File: src/rtl/jfd_pkg.sv
`default_nettype none

package jfd_pkg;

    localparam int SLOT_BYTES_DEF = 256;
    localparam int SLOTS_DEF      = 4;

    localparam int BYTE_W  = 8;
    localparam int SLOT_W  = 2;
    localparam int POS_W   = 8;
    localparam int PEND_W  = 3;
    localparam int DEPTH_W = 8;

    localparam int CFG_IDX_W  = 1;
    localparam int CFG_DATA_W = 8;

    typedef logic [CFG_IDX_W-1:0] cfg_idx_t;
    localparam cfg_idx_t REG_OPEN  = 1'b0;
    localparam cfg_idx_t REG_CLOSE = 1'b1;

    localparam logic CMD_BYTE    = 1'b0;
    localparam logic CMD_RELEASE = 1'b1;

    localparam logic [BYTE_W-1:0]  QUOTE_DOUBLE = 8'h22;
    localparam logic [BYTE_W-1:0]  QUOTE_SINGLE = 8'h27;
    localparam logic [BYTE_W-1:0]  BLANK_LIMIT  = 8'd32;
    localparam logic [DEPTH_W-1:0] DEPTH_MAX    = 8'd255;

    localparam logic [BYTE_W-1:0] OPEN_RESET  = 8'd123;
    localparam logic [BYTE_W-1:0] CLOSE_RESET = 8'd125;

    typedef struct packed {
        logic              write_valid;
        logic [SLOT_W-1:0] slot;
        logic [POS_W-1:0]  position;
        logic [BYTE_W-1:0] byte_out;
        logic              frame_done;
        logic              overflow;
        logic [PEND_W-1:0] pending_frames;
    } result_t;

endpackage

`default_nettype wire

File: src/rtl/jfd_in_if.sv
`default_nettype none

interface jfd_in_if;
    logic                          valid;
    logic                          ready;
    logic                          cmd;
    logic [jfd_pkg::BYTE_W-1:0]    data_byte;

    modport source (output valid, output cmd, output data_byte, input ready);
    modport sink   (input valid, input cmd, input data_byte, output ready);
endinterface

`default_nettype wire

File: src/rtl/jfd_out_if.sv
`default_nettype none

interface jfd_out_if;
    logic                          valid;
    logic                          ready;
    logic                          write_valid;
    logic [jfd_pkg::SLOT_W-1:0]    slot;
    logic [jfd_pkg::POS_W-1:0]     position;
    logic [jfd_pkg::BYTE_W-1:0]    byte_out;
    logic                          frame_done;
    logic                          overflow;
    logic [jfd_pkg::PEND_W-1:0]    pending_frames;

    modport source (output valid, output write_valid, output slot, output position,
                    output byte_out, output frame_done, output overflow,
                    output pending_frames, input ready);
    modport sink   (input valid, input write_valid, input slot, input position,
                    input byte_out, input frame_done, input overflow,
                    input pending_frames, output ready);
endinterface

`default_nettype wire

File: src/rtl/jfd_step.sv
`default_nettype none

module jfd_step #(
    parameter int SLOT_BYTES = jfd_pkg::SLOT_BYTES_DEF,
    parameter int SLOTS      = jfd_pkg::SLOTS_DEF,
    localparam int FILL_W    = $clog2(SLOT_BYTES + 1),
    localparam int CSLOT_W   = (SLOTS > 1) ? $clog2(SLOTS) : 1,
    localparam int CPEND_W   = $clog2(SLOTS + 1)
) (
    input  wire logic                          cmd,
    input  wire logic [jfd_pkg::BYTE_W-1:0]    data_byte,
    input  wire logic [jfd_pkg::BYTE_W-1:0]    open_byte,
    input  wire logic [jfd_pkg::BYTE_W-1:0]    close_byte,
    input  wire logic                          in_frame,
    input  wire logic [jfd_pkg::DEPTH_W-1:0]   nest_depth,
    input  wire logic                          in_string,
    input  wire logic [FILL_W-1:0]             fill_count,
    input  wire logic [CSLOT_W-1:0]            current_slot,
    input  wire logic [CPEND_W-1:0]            frames_pending,
    output logic                               in_frame_next,
    output logic [jfd_pkg::DEPTH_W-1:0]        nest_depth_next,
    output logic                               in_string_next,
    output logic [FILL_W-1:0]                  fill_count_next,
    output logic [CSLOT_W-1:0]                 current_slot_next,
    output logic [CPEND_W-1:0]                 frames_pending_next,
    output jfd_pkg::result_t                   result
);
    import jfd_pkg::*;

    logic              str_tog;
    logic              keep;
    logic [DEPTH_W-1:0] depth_up;
    logic [31:0]       slot_wide;
    logic [31:0]       fill_wide;

    assign slot_wide = 32'(current_slot);
    assign fill_wide = 32'(fill_count);

    always_comb
    begin
        in_frame_next       = in_frame;
        nest_depth_next     = nest_depth;
        in_string_next      = in_string;
        fill_count_next     = fill_count;
        current_slot_next   = current_slot;
        frames_pending_next = frames_pending;
        result              = '0;
        str_tog  = in_string ^ ((data_byte == QUOTE_DOUBLE) || (data_byte == QUOTE_SINGLE));
        keep     = str_tog || (data_byte > BLANK_LIMIT);
        depth_up = ((data_byte == open_byte) && (nest_depth < DEPTH_MAX))
                   ? nest_depth + DEPTH_W'(1) : nest_depth;

        if (cmd == CMD_RELEASE)
        begin
            if (frames_pending != '0)
                frames_pending_next = frames_pending - CPEND_W'(1);
        end
        else if (!in_frame)
        begin
            if (data_byte == open_byte)
            begin
                in_frame_next      = 1'b1;
                nest_depth_next    = DEPTH_W'(1);
                in_string_next     = 1'b0;
                fill_count_next    = FILL_W'(1);
                result.write_valid = 1'b1;
                result.slot        = slot_wide[SLOT_W-1:0];
                result.byte_out    = data_byte;
            end
        end
        else
        begin
            in_string_next = str_tog;
            if (keep)
            begin
                if (fill_count >= FILL_W'(SLOT_BYTES))
                begin
                    // slot full: drop the frame and forget pending frames
                    result.overflow     = 1'b1;
                    in_frame_next       = 1'b0;
                    nest_depth_next     = '0;
                    in_string_next      = 1'b0;
                    fill_count_next     = '0;
                    frames_pending_next = '0;
                end
                else
                begin
                    result.write_valid = 1'b1;
                    result.slot        = slot_wide[SLOT_W-1:0];
                    result.position    = fill_wide[POS_W-1:0];
                    result.byte_out    = data_byte;
                    fill_count_next    = fill_count + FILL_W'(1);
                    nest_depth_next    = depth_up;
                    if (data_byte == close_byte)
                    begin
                        if (depth_up != '0)
                            nest_depth_next = depth_up - DEPTH_W'(1);
                        if (depth_up <= DEPTH_W'(1))
                        begin
                            result.frame_done = 1'b1;
                            if (frames_pending < CPEND_W'(SLOTS))
                            begin
                                current_slot_next = (current_slot == CSLOT_W'(SLOTS - 1))
                                    ? '0 : current_slot + CSLOT_W'(1);
                                frames_pending_next = frames_pending + CPEND_W'(1);
                            end
                            in_frame_next   = 1'b0;
                            nest_depth_next = '0;
                            in_string_next  = 1'b0;
                            fill_count_next = '0;
                        end
                    end
                end
            end
        end
        result.pending_frames = PEND_W'(frames_pending_next);
    end

endmodule

`default_nettype wire

File: src/rtl/json_frame_delimiter.sv
// JSON frame delimiter
//
// in_ch carries one request per received byte (cmd = byte) or per frame taken
// by the consumer (cmd = release). out_ch returns exactly one result per
// request: the byte to store with its slot and position when write_valid is
// set, plus frame_done, overflow and the pending frame count after the step.
// Both channels use a valid/ready handshake; a request moves on the edge
// where both are high.
// The result is registered and shows from the cycle after the request is
// accepted. Throughput is one request per cycle, set by the single result
// register; in_ch.ready stays high while that register is empty or drained
// in the same cycle, so a stalled receiver holds the result and back-pressures
// the sender only once that register is occupied.
// Reset (rst_n low) clears all parsing state, the slot pointer and the
// pending count, and loads open_byte = '{' and close_byte = '}'.
// The user must write the configuration port (cfg_we, cfg_index, cfg_data) only
// while no request is outstanding; the block itself does not enforce it.
`default_nettype none

module json_frame_delimiter #(
    parameter int SLOT_BYTES = jfd_pkg::SLOT_BYTES_DEF,
    parameter int SLOTS      = jfd_pkg::SLOTS_DEF
) (
    input  wire logic                             clk,
    input  wire logic                             rst_n,
    jfd_in_if.sink                                in_ch,
    jfd_out_if.source                             out_ch,
    input  wire logic                             cfg_we,
    input  wire logic [jfd_pkg::CFG_IDX_W-1:0]    cfg_index,
    input  wire logic [jfd_pkg::CFG_DATA_W-1:0]   cfg_data
);
    import jfd_pkg::*;

    localparam int FILL_W  = $clog2(SLOT_BYTES + 1);
    localparam int CSLOT_W = (SLOTS > 1) ? $clog2(SLOTS) : 1;
    localparam int CPEND_W = $clog2(SLOTS + 1);

    logic [BYTE_W-1:0]  open_reg;
    logic [BYTE_W-1:0]  close_reg;
    logic               in_frame_reg;
    logic [DEPTH_W-1:0] depth_reg;
    logic               in_string_reg;
    logic [FILL_W-1:0]  fill_reg;
    logic [CSLOT_W-1:0] slot_reg;
    logic [CPEND_W-1:0] pend_reg;

    logic               in_frame_next;
    logic [DEPTH_W-1:0] depth_next;
    logic               in_string_next;
    logic [FILL_W-1:0]  fill_next;
    logic [CSLOT_W-1:0] slot_next;
    logic [CPEND_W-1:0] pend_next;

    result_t            res_next;
    result_t            res_reg;
    logic               out_valid_reg;
    logic               accept;

    assign in_ch.ready = !out_valid_reg || out_ch.ready;
    assign accept      = in_ch.valid && in_ch.ready;

    jfd_step #(
        .SLOT_BYTES (SLOT_BYTES),
        .SLOTS      (SLOTS)
    ) u_step (
        .cmd                 (in_ch.cmd),
        .data_byte           (in_ch.data_byte),
        .open_byte           (open_reg),
        .close_byte          (close_reg),
        .in_frame            (in_frame_reg),
        .nest_depth          (depth_reg),
        .in_string           (in_string_reg),
        .fill_count          (fill_reg),
        .current_slot        (slot_reg),
        .frames_pending      (pend_reg),
        .in_frame_next       (in_frame_next),
        .nest_depth_next     (depth_next),
        .in_string_next      (in_string_next),
        .fill_count_next     (fill_next),
        .current_slot_next   (slot_next),
        .frames_pending_next (pend_next),
        .result              (res_next)
    );

    always_ff @(posedge clk or negedge rst_n)
    begin
        if (!rst_n)
        begin
            open_reg  <= OPEN_RESET;
            close_reg <= CLOSE_RESET;
        end
        else if (cfg_we)
        begin
            unique case (cfg_index)
                REG_OPEN:  open_reg  <= cfg_data;
                REG_CLOSE: close_reg <= cfg_data;
                default:   ;
            endcase
        end
    end

    always_ff @(posedge clk or negedge rst_n)
    begin
        if (!rst_n)
        begin
            in_frame_reg  <= 1'b0;
            depth_reg     <= '0;
            in_string_reg <= 1'b0;
            fill_reg      <= '0;
            slot_reg      <= '0;
            pend_reg      <= '0;
        end
        else if (accept)
        begin
            in_frame_reg  <= in_frame_next;
            depth_reg     <= depth_next;
            in_string_reg <= in_string_next;
            fill_reg      <= fill_next;
            slot_reg      <= slot_next;
            pend_reg      <= pend_next;
        end
    end

    always_ff @(posedge clk or negedge rst_n)
    begin
        if (!rst_n)
            out_valid_reg <= 1'b0;
        else if (accept)
            out_valid_reg <= 1'b1;
        else if (out_ch.ready)
            out_valid_reg <= 1'b0;
    end

    always_ff @(posedge clk)
    begin
        if (accept)
            res_reg <= res_next;
    end

    assign out_ch.valid          = out_valid_reg;
    assign out_ch.write_valid    = res_reg.write_valid;
    assign out_ch.slot           = res_reg.slot;
    assign out_ch.position       = res_reg.position;
    assign out_ch.byte_out       = res_reg.byte_out;
    assign out_ch.frame_done     = res_reg.frame_done;
    assign out_ch.overflow       = res_reg.overflow;
    assign out_ch.pending_frames = res_reg.pending_frames;

`ifndef NO_ASSERTIONS
    a_pend_bound: assert property (@(posedge clk) disable iff (!rst_n)
        pend_reg <= CPEND_W'(SLOTS))
        else $error("pending frame count above slot count");

    a_fill_bound: assert property (@(posedge clk) disable iff (!rst_n)
        fill_reg <= FILL_W'(SLOT_BYTES))
        else $error("fill count beyond slot size");

    a_idle_clear: assert property (@(posedge clk) disable iff (!rst_n)
        !in_frame_reg |-> (depth_reg == '0 && fill_reg == '0 && !in_string_reg))
        else $error("parse state not clear while idle");

    a_ovf_nowrite: assert property (@(posedge clk) disable iff (!rst_n)
        out_valid_reg |-> !(res_reg.overflow && res_reg.write_valid))
        else $error("overflow result carries a write");

    a_stall_hold: assert property (@(posedge clk) disable iff (!rst_n)
        (out_valid_reg && !out_ch.ready) |=> (out_valid_reg && $stable(res_reg)))
        else $error("result lost while receiver stalled");
`endif

endmodule

`default_nettype wire
File: src/flat_wrapper.sv
// flat-port wrapper written by rule: the top's interface ports become plain ports
module json_frame_delimiter_flat import jfd_pkg::*;
#(
    parameter int SLOT_BYTES = jfd_pkg::SLOT_BYTES_DEF,
    parameter int SLOTS      = jfd_pkg::SLOTS_DEF
)
  (clk, rst_n, cfg_we, cfg_index, cfg_data, in_ch_valid, in_ch_cmd, in_ch_data_byte, in_ch_ready, out_ch_valid, out_ch_write_valid, out_ch_slot, out_ch_position, out_ch_byte_out, out_ch_frame_done, out_ch_overflow, out_ch_pending_frames, out_ch_ready);
  jfd_in_if in_ch_i ();
  jfd_out_if out_ch_i ();
  input  wire logic clk;
  input  wire logic rst_n;
  input  wire logic cfg_we;
  input  wire logic [jfd_pkg::CFG_IDX_W-1:0] cfg_index;
  input  wire logic [jfd_pkg::CFG_DATA_W-1:0] cfg_data;
  input wire logic [$bits(in_ch_i.valid)-1:0] in_ch_valid;
  input wire logic [$bits(in_ch_i.cmd)-1:0] in_ch_cmd;
  input wire logic [$bits(in_ch_i.data_byte)-1:0] in_ch_data_byte;
  output wire logic [$bits(in_ch_i.ready)-1:0] in_ch_ready;
  output wire logic [$bits(out_ch_i.valid)-1:0] out_ch_valid;
  output wire logic [$bits(out_ch_i.write_valid)-1:0] out_ch_write_valid;
  output wire logic [$bits(out_ch_i.slot)-1:0] out_ch_slot;
  output wire logic [$bits(out_ch_i.position)-1:0] out_ch_position;
  output wire logic [$bits(out_ch_i.byte_out)-1:0] out_ch_byte_out;
  output wire logic [$bits(out_ch_i.frame_done)-1:0] out_ch_frame_done;
  output wire logic [$bits(out_ch_i.overflow)-1:0] out_ch_overflow;
  output wire logic [$bits(out_ch_i.pending_frames)-1:0] out_ch_pending_frames;
  input wire logic [$bits(out_ch_i.ready)-1:0] out_ch_ready;
  assign in_ch_i.valid = in_ch_valid;
  assign in_ch_i.cmd = in_ch_cmd;
  assign in_ch_i.data_byte = in_ch_data_byte;
  assign in_ch_ready = in_ch_i.ready;
  assign out_ch_valid = out_ch_i.valid;
  assign out_ch_write_valid = out_ch_i.write_valid;
  assign out_ch_slot = out_ch_i.slot;
  assign out_ch_position = out_ch_i.position;
  assign out_ch_byte_out = out_ch_i.byte_out;
  assign out_ch_frame_done = out_ch_i.frame_done;
  assign out_ch_overflow = out_ch_i.overflow;
  assign out_ch_pending_frames = out_ch_i.pending_frames;
  assign out_ch_i.ready = out_ch_ready;
  json_frame_delimiter #(.SLOT_BYTES(SLOT_BYTES), .SLOTS(SLOTS)) u_core (.clk(clk), .rst_n(rst_n), .in_ch(in_ch_i), .out_ch(out_ch_i), .cfg_we(cfg_we), .cfg_index(cfg_index), .cfg_data(cfg_data));
endmodule
File: config.mk
export PLATFORM = sky130hd
export DESIGN_NAME = json_frame_delimiter_flat
export DESIGN_NICKNAME = d
export VERILOG_FILES = /design/src/rtl/jfd_pkg.sv /design/src/rtl/jfd_in_if.sv /design/src/rtl/jfd_out_if.sv /design/src/rtl/jfd_step.sv /design/src/rtl/json_frame_delimiter.sv /design/src/flat_wrapper.sv
export SDC_FILE = /design/constraint.sdc
export NUM_CORES = 1
export LEC_CHECK = 0
export BUFFER_PORTS_ARGS = -buffer_cell sky130_fd_sc_hd__buf_2
export CORE_ASPECT_RATIO = 0.6
export CORE_MARGIN = 2
export CORE_UTILIZATION = 43
export CTS_CLUSTER_SIZE = 8
export DETAILED_ROUTE_END_ITERATION = 10
export SLEW_MARGIN = 40
export SYNTH_ARGS = -nofsm -noshare
export SYNTH_HDL_FRONTEND = slang
export SYNTH_SLANG_ARGS = --single-unit
File: constraint.sdc
create_clock -name clk -period 3.6 [get_ports clk]
set_input_delay 0.72 -clock clk [delete_from_list [all_inputs] [get_ports clk]]
set_output_delay 0.72 -clock clk [all_outputs]
set_load 0.01 [all_outputs]
; Word level (Yosys, flattened, before mapping)
; Index checks and enable logic that the tools add are counted.
[word_totals]
output_inout_bits = 26
regBits = 65
input_bits = 23
[classes]
add_sub_neg = 6
n_eq_ne = 6
muxes = 46
n_reduce_logical = 19
order_cmp = 5
n_bitwise = 7
[op_table]
columns = cell, count
row1 = 2-to-1 mux 8 bit, 10
row2 = 2-to-1 mux 9 bit, 6
row3 = 2-to-1 mux 3 bit, 10
row4 = 2-to-1 mux 21 bit, 1
row5 = 2-to-1 mux 20 bit, 1
row6 = 2-to-1 mux 1 bit, 17
row7 = equality test 8 x 6 -> 1 bit (second input constant), 2
row8 = equality test 8 bit, 2
row9 = adder 9 x 1 -> 9 bit (second input constant), 1
row10 = >= comparator 9 bit (second input constant), 1
row11 = adder 8 x 1 -> 8 bit (second input constant), 1
row12 = greater-than comparator 8 x 6 -> 1 bit (second input constant), 1
row13 = <= comparator 8 x 1 -> 1 bit (second input constant), 1
row14 = less-than comparator 8 bit (second input constant), 1
row15 = AND reduction 8 bit, 1
row16 = nonzero test 8 bit, 1
row17 = subtractor 8 x 1 -> 8 bit (second input constant), 1
row18 = NOT 1 bit, 6
row19 = AND reduction 2 bit, 3
row20 = OR reduction 5 bit, 1
row21 = AND reduction 4 bit, 1
row22 = nonzero test 2 bit, 2
row23 = OR reduction 4 bit, 1
row24 = adder 3 x 1 -> 3 bit (second input constant), 1
row25 = other kinds (13), 16

; Depth between registers and ports, before layout
; Gate-level depths: netlist (run 1).
[depth]
depth_word = 10
ltp_mapped = 12
ltp_nobuf = 11

; By module
; A second synthesis (run 1) with hierarchy kept.
[hier_totals]
cells_unflattened = 364
area_unflattened_um2 = 3975.1
[by_module_without_submodules]
columns = mod, n_inst, cells_per_inst, area_per_inst_um2, seq_area_each_um2
row1 = json_frame_delimiter, 1, 114, 2356.0, 1761.7
row2 = jfd_step, 1, 250, 1619.1, 0.0

; Worst setup path before layout (run 1)
; OpenSTA, ideal clock, no wires.
[synth_timing]
path_type = input to register
startpoint = input in_ch_data_byte[4]
endpoint = register u_core.res_reg (netlist bit u_core.out_ch.pending_frames[1]) (data pin)
arrival_time_ps = 2896
required_time_ps = 3330
path_stages = 11
setup_slack_ps = 434
setup_time_ps = 270
path_cell_list = xnor2_1 -> nand4_2 -> nor2_1 -> o21ai_0 -> mux2i_1 -> ha_1 -> o32ai_1 -> nor3_4 -> and4bb_2 -> nor3_1 -> a21oi_1
[synth_via]
elab_chain_cells = 10
[synth_rtl]
columns = element, line_no
row1 = from (decl), flat_wrapper.sv:17  ; input wire logic [$bits(in_ch_i.data_byte)-1:0] in_ch_data_byte;
row2 = equality test 8 bit, jfd_step.sv:50  ; depth_up = ((data_byte == open_byte) && (nest_depth < DEPTH_MAX))
row3 = logical AND 1 bit, jfd_step.sv:50
row4 = 2-to-1 mux 8 bit, jfd_step.sv:51  ; ? nest_depth + DEPTH_W'(1) : nest_depth;
row5 = <= comparator 8 x 1 -> 1 bit, jfd_step.sv:98  ; if (depth_up <= DEPTH_W'(1))
row6 = 2-to-1 mux 3 bit, jfd_step.sv:98
row7 = 2-to-1 mux 3 bit, jfd_step.sv:94  ; if (data_byte == close_byte)
row8 = 2-to-1 mux 3 bit, jfd_step.sv:76  ; if (fill_count >= FILL_W'(SLOT_BYTES))
row9 = 2-to-1 mux 3 bit *, jfd_step.sv:74  ; if (keep)
row10 = 2-to-1 mux 3 bit *, jfd_step.sv:58  ; else if (!in_frame)
row11 = 2-to-1 mux 3 bit *, jfd_step.sv:53  ; if (cmd == CMD_RELEASE)
row12 = named net u_core.pend_next[1], json_frame_delimiter.sv:52  ; logic [CPEND_W-1:0] pend_next;
row13 = to (signal assigned), json_frame_delimiter.sv:137  ; res_reg <= res_next;
row14 = to (decl), json_frame_delimiter.sv:55  ; result_t res_reg;
; Mark *: on every way through the listed nets, which the timed path passes. The rest lies on a longest branch.
; A chain may end at the register's enable or synchronous reset.

; Final worst setup path (run 1)
; Ends and elaborated chain as after synthesis.

==> results of run 1 <==
-- layout by cell type (no fill, tap or decap), types with 7 or more instances in the layout --
cell type  count
buf_2         47
nor2_1        29
dfrtp_1       29
nand2_1       24
o21ai_0       24
edfxtp_1      24
and3_1        16
mux2_2        16
buf_4         16
inv_1         15
a21oi_1       15
dfstp_2       12
nor3_1        11
xor2_1        10
xnor2_1        9
nand3_1        9
clkbuf_16      9
nor4_1         8
ha_1           8
a31oi_1        7
-- routing by layer --
| metal | up-vias | wire [µm] | track usage |
|---|---|---|---|
| met1 | 1470 | 4780 | 0.314 |
| li1 | 1455 | - | - |
| met4 | 0 | 110 | 0.0674 |
| met2 | 97 | 3600 | 0.272 |
| met5 | - | 0 | 0 |
| met3 | 12 | 546 | 0.0562 |
-- cell families (layout without fill, tap and decap cells) --
logic type               Yosys count  count (layout)  share of synthesized area
adder cells (fa/ha/maj)            8               8                     0.0266
XOR/XNOR                          23              23                     0.0615
buffers and inverters             27              94                     0.0313
AO/OA/AOI/OAI                     81              81                      0.145
AND/OR/NAND/NOR                  135             135                      0.203
multiplexers                      21              21                     0.0639
flip-flops                        65              65                      0.468
-- power groups by stage --
stage	sequential (mW)	clock, mW	combinational [mW]
2_1_floorplan	0.967	0	0.325
3_3_place_gp	0.978	0	0.462
3_5_place_dp	0.983	0	0.470
4_1_cts	0.970	0.888	0.473
5_1_grt	0.986	0.916	0.532
6_report	0.970	0.868	0.475
-- worst paths after layout --
kind | from | to | slack (ps) | cells after the start
max in group asynchronous | rst_n | u_core.close_reg[4] | 2840 | 1
max | in_ch_data_byte[4] | u_core.out_ch.pending_frames[1] | 370 | 12
min | rst_n | u_core.open_reg[2] | 380 | 1
max reg2reg | u_core.depth_reg[1] | u_core.out_ch.pending_frames[1] | 440 | 10
min in group clk | u_core.fill_reg[2] | u_core.fill_reg[2] | 510 | 1
min reg2reg | u_core.fill_reg[2] | u_core.fill_reg[2] | 510 | 1
-- cell usage after synthesis, drive strengths merged, types with 5 or more instances --
master,count
nand3,9
mux2,18
dfstp,12
xnor2,13
xor2,10
o31ai,6
dfrtp,29
nor2,29
nor2b,5
nand4,6
and2,6
nor4,8
clkbuf,9
ha,8
edfxtp,24
a31oi,7
a21oi,15
inv,15
and4,5
nor3,12
and3,17
o21ai,26
nand2,24
-- area by class of cell --
type                            instances  area share
Clock buffer                            9      0.0501
Multi-Input combinational cell        268       0.420
Timing Repair Buffer                   63      0.0790
Clock inverter                          7      0.0153
Inverter                               15      0.0125
Tap cell                              112      0.0312
Sequential cell                        65       0.392
-- through the flow --
stage | total power, mW | cells | hold WS, ps
floorplan | 1.29 | 360 | 424
global placement | 1.44 | 523 | 480
detailed placement | 1.45 | 523 | 500
CTS | 2.33 | 539 | 391
global route | 2.43 | 539 | 419
finish | 2.31 | 539 | 377
-- worst max-delay path: cells and delay by family --
kind | cells | cell delay, ps
fa+ha+maj | 1 | 250
xor+xnor | 1 | 260
compound gates | 3 | 710
simple gates | 5 | 1040
buf+inv | 1 | 130
mux | 1 | 190
-- repair_timing --
action | 4_1_cts | 5_1_grt
gates resized for setup | 0 | 1
endpoints found under the hold margin | 0 | 0
endpoints found under the setup margin | 0 | 3
==> flow_summary.yaml, run 1 <==
run_status:
  status: "completed"
sta:
  layout_min_cycle_time_ps: 3230
  slew-limit-headroom: 0.480
  drv_slew: 0
  worst_pin_slew_ps: 778
  setup_violations: 0
  skew_ps: 4.75
  fmax_ghz: 0.310
  rsz0062_at_grt: "false"
  layout_setup_ws_ps: 372
  finalCritPeriodShare: 0.897
  hold_viol_final: 0
  tns_ps: 0
power_and_ir_drop:
  intPower_mw: 1.61
  power_switching_uw: 698
  vdd.ir_drop.worst_v: 0.000249
  comb_power_share: 0.205
  clockPowerShare: 0.375
  p_leak_nw: 1.92
  seqPwrFrac: 0.419
  p_per_area_nw_per_um2: 514
  switching_share: 0.302
clocking:
  clock_path_buffers: 2
  cts_tree: "built"
  cts.sinks: 65
  clk_pin_slew_ps: 50
  clock_latency_ps: 340
  cts_root_buf: "clkbuf_16"
  post_cts_buffers: 0
  cts-htree-levels: 3
  cts_hold_buf: 0
  cts_inserted_buffers: 9
place:
  gp_congestion: 0.908
  pre_cts_ws_ps: -67.0
  dpl_cell_area_um2: 4200
  dp_hpwl_um: 6650
  port_buffers: 48
worst_setup_path:
  crit_slowest_cell: "o32ai_2"
  cp.arrival_ps: 3300
  path_cells: "buf_2, xnor2_1, nand4_2, nor2_1, o21ai_0, mux2i_1, ha_1, o32ai_2, nor3_4, and4bb_2, nor3_1, a21oi_1"
  crit_required_ps: 3680
  slowest_delay_ps: 410
  cp-start-kind: "input port"
  worstPathMaxFanout: 7
  critical_path_class: "in -> reg"
  end_kind: "flip-flop"
die:
  core_um2: 8490
  fp-row-count: 26
  die_h_um: 76.4
  die_w_um: 125
  die_area_um2: 9540
  io_pins: 49
  start_util: 0.443
drt:
  ant_nets: 0
  via_per_inst: 5.63
  wl_um: 9030
  vias: 3034
  drc_errors: 0
  wl_per_cell_um: 16.8
  drt_iter0_drc: 192
  first_pass_iters: 5
logic_synthesis:
  synth-seq-cells: 65
  synth_edf_count: 24
  ys.flop_type: "dfrtp_1"
  ys_seq_area_frac: 0.468
  synth_top_area_share: 0.193
  syn-num-nets: 391
  syn_inst: 360
  yosysTopAreaCell: "dfrtp_1"
  synth_area_leaders: "dfrtp_1, edfxtp_1, dfstp_2"
  yosysWarnings: 0
  synth_area_per_cell_um2: 10.4
  async_reset_ff_frac: 0.631
  yosysUniqueCellTypes: 66
  syn_area_um2: 3760
cells_and_area:
  diodes: 0
  stdcell_area_um2: 4500
  drive_gt1_frac: 0.311
  fin_nets: 453
  multi_input_area_um2: 1890
  syn_to_final_growth_pct: 19.6
  largest_reg_flops: 9
  seq_area_um2: 1760
  fillCellCount: 783
  finalCoreUtilization: 0.530
worst_hold_path:
  hp-class: "in -> async"
global_route:
  grt_max_degree: 42
  antenna_found_initial: 0
  grt_use_total: 0.204
  grt_pass1_wl_um: 15400
  grt_overflow: 0
  grt_pass1_vias: 3005
job:
  cap_violations: 0
Note: power is estimated with default switching activity, not from simulation.
==> run 2: changes to the inputs <==
- BUFFER_PORTS_ARGS: -buffer_cell sky130_fd_sc_hd__buf_2 -> not set
- DONT_BUFFER_PORTS: not set -> 1
- SLEW_MARGIN: 40 -> not set
==> flow_summary.yaml, run 2 (synthesized netlist as in run 1, its figures left out) <==
die:
  die_h_um: 76.4
  die_area_um2: 9540
  start_util: 0.443
  io_pins: 49
  fp-row-count: 26
  core_um2: 8490
  die_w_um: 125
drt:
  drc_errors: 0
  wl_um: 8730
  via_per_inst: 5.78
  drt_iter0_drc: 279
  first_pass_iters: 5
  wl_per_cell_um: 17.7
  ant_nets: 0
  vias: 2849
global_route:
  grt_overflow: 0
  grt_use_total: 0.197
  grt_pass1_vias: 2751
  antenna_found_initial: 0
  grt_pass1_wl_um: 14600
  grt_max_degree: 42
clocking:
  cts_tree: "built"
  cts_inserted_buffers: 9
  clock_latency_ps: 330
  post_cts_buffers: 0
  cts-htree-levels: 3
  cts.sinks: 65
  cts_hold_buf: 0
  clock_path_buffers: 2
  cts_root_buf: "clkbuf_16"
  clk_pin_slew_ps: 50
worst_setup_path:
  crit_required_ps: 3810
  ff2ff_path_depth: 11
  r2r_end: "u_core.fill_reg[2]"
  cp-start-kind: "flip-flop"
  crit_start: "u_core.depth_reg[1]"
  r2r_start: "u_core.depth_reg[1]"
  end_kind: "flip-flop"
  reg2reg_slack_ps: 290
  cp.arrival_ps: 3520
  worstPathMaxFanout: 9
  critical_path_class: "reg -> reg"
  worstSetupEndpoint: "u_core.fill_reg[2]"
power_and_ir_drop:
  finalPower_mw: 2.19
  p_per_area_nw_per_um2: 515
  vdd.ir_drop.worst_v: 0.000316
  p_leak_nw: 1.72
cells_and_area:
  mostFrequentLayoutCells: "nor2_1, dfrtp_1, nand2_1, o21ai_0, edfxtp_1"
  fin_nets: 407
  drive_gt1_frac: 0.228
  diodes: 0
  finalCoreUtilization: 0.500
  syn_to_final_growth_pct: 13.0
  largest_reg_flops: 9
run_status:
  status: "completed"
sta:
  fmax_ghz: 0.302
  skew_ps: 5.97
  finalCritPeriodShare: 0.919
  layout_min_cycle_time_ps: 3310
  worst_pin_slew_ps: 997
  layout_setup_ws_ps: 291
  drv_slew: 0
  slew-limit-headroom: 0.328
  hold_viol_final: 0
  setup_violations: 0
  hold_ws_ps: 79.8
worst_hold_path:
  hp-class: "in -> async"
place:
  pre_cts_ws_ps: 99.8
  port_buffers: 0
  dp_hpwl_um: 6410
  gp_congestion: 0.969
job:
  cap_violations: 0
==> run 2: changes by cell type in the layout (fill, tap and decap cells not counted) <==
cell / before / now
buf_2: 47 / 0
clkbuf_1: 0 / 2
clkinv_1: 2 / 0
buf_4: 16 / 17
bufinv_16: 1 / 0
clkbuf_8: 0 / 1
clkinv_4: 1 / 0
clkinvlp_4: 0 / 1
inv_4: 0 / 1
inv_6: 2 / 1
==> run 2: critical path: stages, from the launching register on <==
cell	delay, ps
dfrtp_1	350
ha_1	310
nand3_1	200
o21ai_0	480
mux2i_1	310
ha_1	230
o32ai_2	140
o31ai_2	660
buf_4	250
nor2_1	40
o21ai_0	130
o21ai_1	80
==> run 2: per-stage QoR <==
| step | instances | setup TNS [ps] | cell area, µm² |
|---|---|---|---|
| after floorplan | 360 | 0 | 3760 |
| after global placement | 477 | 0 | 3970 |
| after detailed placement | 477 | 0 | 3970 |
| after CTS | 493 | 0 | 4240 |
| after global routing | 493 | -5.79 | 4250 |
| final | 493 | 0 | 4250 |
==> run 2: per-layer routing <==
metal | vias up | global-route usage | share of wire
met5 | - | 0 | 0
li1 | 1375 | - | -
met3 | 10 | 0.0611 | 0.066
met1 | 1369 | 0.290 | 0.52
met2 | 95 | 0.272 | 0.40
met4 | 0 | 0.0708 | 0.013
==> run 2: worst min path at each step <==
stage | start | to | slack (ps) | cells past startpoint
finish | rst_n | u_core.open_reg[2] | 80 | 0
global route | rst_n | u_core.close_reg[7] | 60 | 0
CTS | rst_n | u_core.fill_reg[3] | 70 | 0
detailed placement | rst_n | u_core.open_reg[2] | 430 | 0
global placement | rst_n | u_core.open_reg[2] | 430 | 0
floorplan | rst_n | u_core.close_reg[1] | 420 | 0
==> run 2: layout make-up <==
cell class,count,area [µm²]
Clock buffer,12,246
Clock inverter,4,27.5
Fill cell,752,4240
Inverter,15,56.3
Multi-Input combinational cell,268,1890
Sequential cell,65,1760
Tap cell,112,140
Timing Repair Buffer,17,128
==> run 2: power breakdown <==
group	internal (mW)	leakage, nW	switching, mW
registers	0.885	0.727	0.0997
clock network	0.486	0.134	0.315
logic	0.178	0.857	0.227
total	1.55	1.72	0.641
==> run 2: repair_timing <==
item,in CTS,in global routing
gates resized for setup,0,1
endpoints found under the setup margin,0,2
hold endpoints to repair,0,0
==> run 3: changes to the inputs <==
- BUFFER_PORTS_ARGS: not set -> -buffer_cell sky130_fd_sc_hd__buf_2
- DONT_BUFFER_PORTS: 1 -> not set
==> flow_summary.yaml, run 3 (synthesized netlist as in run 1, its figures left out) <==
power_and_ir_drop:
  p_leak_nw: 1.93
  vdd.ir_drop.worst_v: 0.000222
  finalPower_mw: 2.39
  intPower_mw: 1.69
  p_per_area_nw_per_um2: 529
  seqPwrFrac: 0.406
  power_switching_uw: 702
  clockPowerShare: 0.395
  comb_power_share: 0.199
  switching_share: 0.294
place:
  placed_cells: 523
  dp_hpwl_um: 6670
  gp_congestion: 0.908
  pre_cts_ws_ps: -69.6
  port_buffers: 48
global_route:
  antenna_found_initial: 0
  grt_max_degree: 42
  grt_use_total: 0.204
  grt_overflow: 0
  grt_pass1_wl_um: 15300
  grt_pass1_vias: 2979
clocking:
  clock_latency_ps: 340
  cts_inserted_buffers: 9
  cts_resized: 0
  cts.sinks: 65
  cts_hold_buf: 0
  cts_tree: "built"
  clock_path_buffers: 2
  clk_pin_slew_ps: 60
  cts-htree-levels: 3
  cts_root_buf: "clkbuf_16"
  post_cts_buffers: 0
job:
  cap_violations: 0
cells_and_area:
  diodes: 0
  finalCoreUtilization: 0.532
  largest_reg_flops: 9
  fin_cells: 539
  fillCellCount: 762
  final_common_cell: "buf_2"
  drive_gt1_frac: 0.311
  syn_to_final_growth_pct: 20.2
  mostFrequentLayoutCells: "buf_2, nor2_1, dfrtp_1"
  fin_nets: 453
worst_setup_path:
  cp.arrival_ps: 3320
  slowest_delay_ps: 400
  crit_slowest_cell: "o32ai_2"
  cp-start-kind: "input port"
  path_cells: "buf_2, xnor2_1, nand4_2, nor2_1, o21ai_0, mux2i_1, ha_1, o32ai_2, nor3_4, and4bb_2, nor3_1, a21oi_1"
  crit_family: "simple AND/OR/NAND/NOR gates"
  end_kind: "flip-flop"
  path_buf_inv: 1
  worstPathMaxFanout: 7
  crit_required_ps: 3680
  critical_path_class: "in -> reg"
drt:
  vias: 3031
  via_per_inst: 5.62
  wl_per_cell_um: 16.8
  drt_iter0_drc: 252
  ant_nets: 0
  wl_um: 9070
  drc_errors: 0
  first_pass_iters: 4
sta:
  layout_min_cycle_time_ps: 3240
  setup_violations: 0
  fmax_ghz: 0.308
  skew_ps: 4.43
  hold_viol_final: 0
  finalCritPeriodShare: 0.901
  drv_slew: 0
  worst_pin_slew_ps: 956
  layout_setup_ws_ps: 355
  rsz0062_at_grt: "false"
  slew-limit-headroom: 0.363
die:
  die_h_um: 76.4
  fp-row-count: 26
  die_w_um: 125
  start_util: 0.443
  io_pins: 49
  die_area_um2: 9540
  core_um2: 8490
run_status:
  status: "completed"
worst_hold_path:
  hp-class: "reg -> reg"
## run 3: changes by cell type in the layout (fill, tap and decap cells not counted)
cell,delta
buf_2,+48
buf_4,-2
inv_4,-1
inv_6,+1
bufinv_16,+2
clkinv_1,+1
clkbuf_8,-1
clkinvlp_4,-1
clkinv_2,-1
clkinv_4,+1
clkbuf_1,-1
## run 3: per-layer routing
layer  share of wire  vias up  track usage
met5               0        -            0
met4           0.012        0       0.0584
met3           0.061       11       0.0541
met2            0.39       76        0.268
met1            0.53     1485        0.321
li1                -     1459            -
## run 3: final timing paths
| kind | from | to | slack [ps] | cells past startpoint |
|---|---|---|---|---|
| min in group asynchronous | rst_n | u_core.depth_reg[6] | 540 | 1 |
| min | u_core.in_string_reg | u_core.in_string_reg | 520 | 2 |
| min reg2reg | u_core.in_string_reg | u_core.in_string_reg | 520 | 2 |
| max | in_ch_data_byte[4] | u_core.out_ch.pending_frames[1] | 360 | 12 |
| max in group asynchronous | rst_n | u_core.fill_reg[1] | 2470 | 1 |
| max reg2reg | u_core.depth_reg[0] | u_core.depth_reg[3] | 420 | 11 |
## run 3: cell type report
cell class / count / area, µm² / share of cell area
multi-input cells: 268 / 1890 / 0.418
flip-flops and latches: 65 / 1760 / 0.390
clock inverters: 6 / 90.1 / 0.0199
well taps: 112 / 140 / 0.0310
clock buffers: 10 / 229 / 0.0507
repair buffers: 63 / 353 / 0.0781
inverters: 15 / 56.3 / 0.0125
## run 3: metrics by stage
step	hold slack (ps)	TNS (ps)	cell area, µm²
2_1_floorplan	424	0	3760
3_3_place_gp	480	0	4190
3_5_place_dp	499	-71.2	4190
4_1_cts	513	0	4510
5_1_grt	537	0	4520
6_report	516	0	4520
## run 3: worst register-to-register path, delay by kind of cell (launching register included)
family,cells,cell delay [ps]
flops,1,360
simple gates,1,260
fa+ha+maj,2,500
compound gates,6,1370
buf+inv,1,260
mux,1,310
## run 3: power groups by stage
stage	clock [mW]	sequential (mW)	combinational [mW]
6_report	0.944	0.971	0.476
5_1_grt	0.999	0.984	0.535
4_1_cts	0.967	0.970	0.475
3_5_place_dp	0	0.983	0.472
3_3_place_gp	0	0.978	0.462
2_1_floorplan	0	0.967	0.325
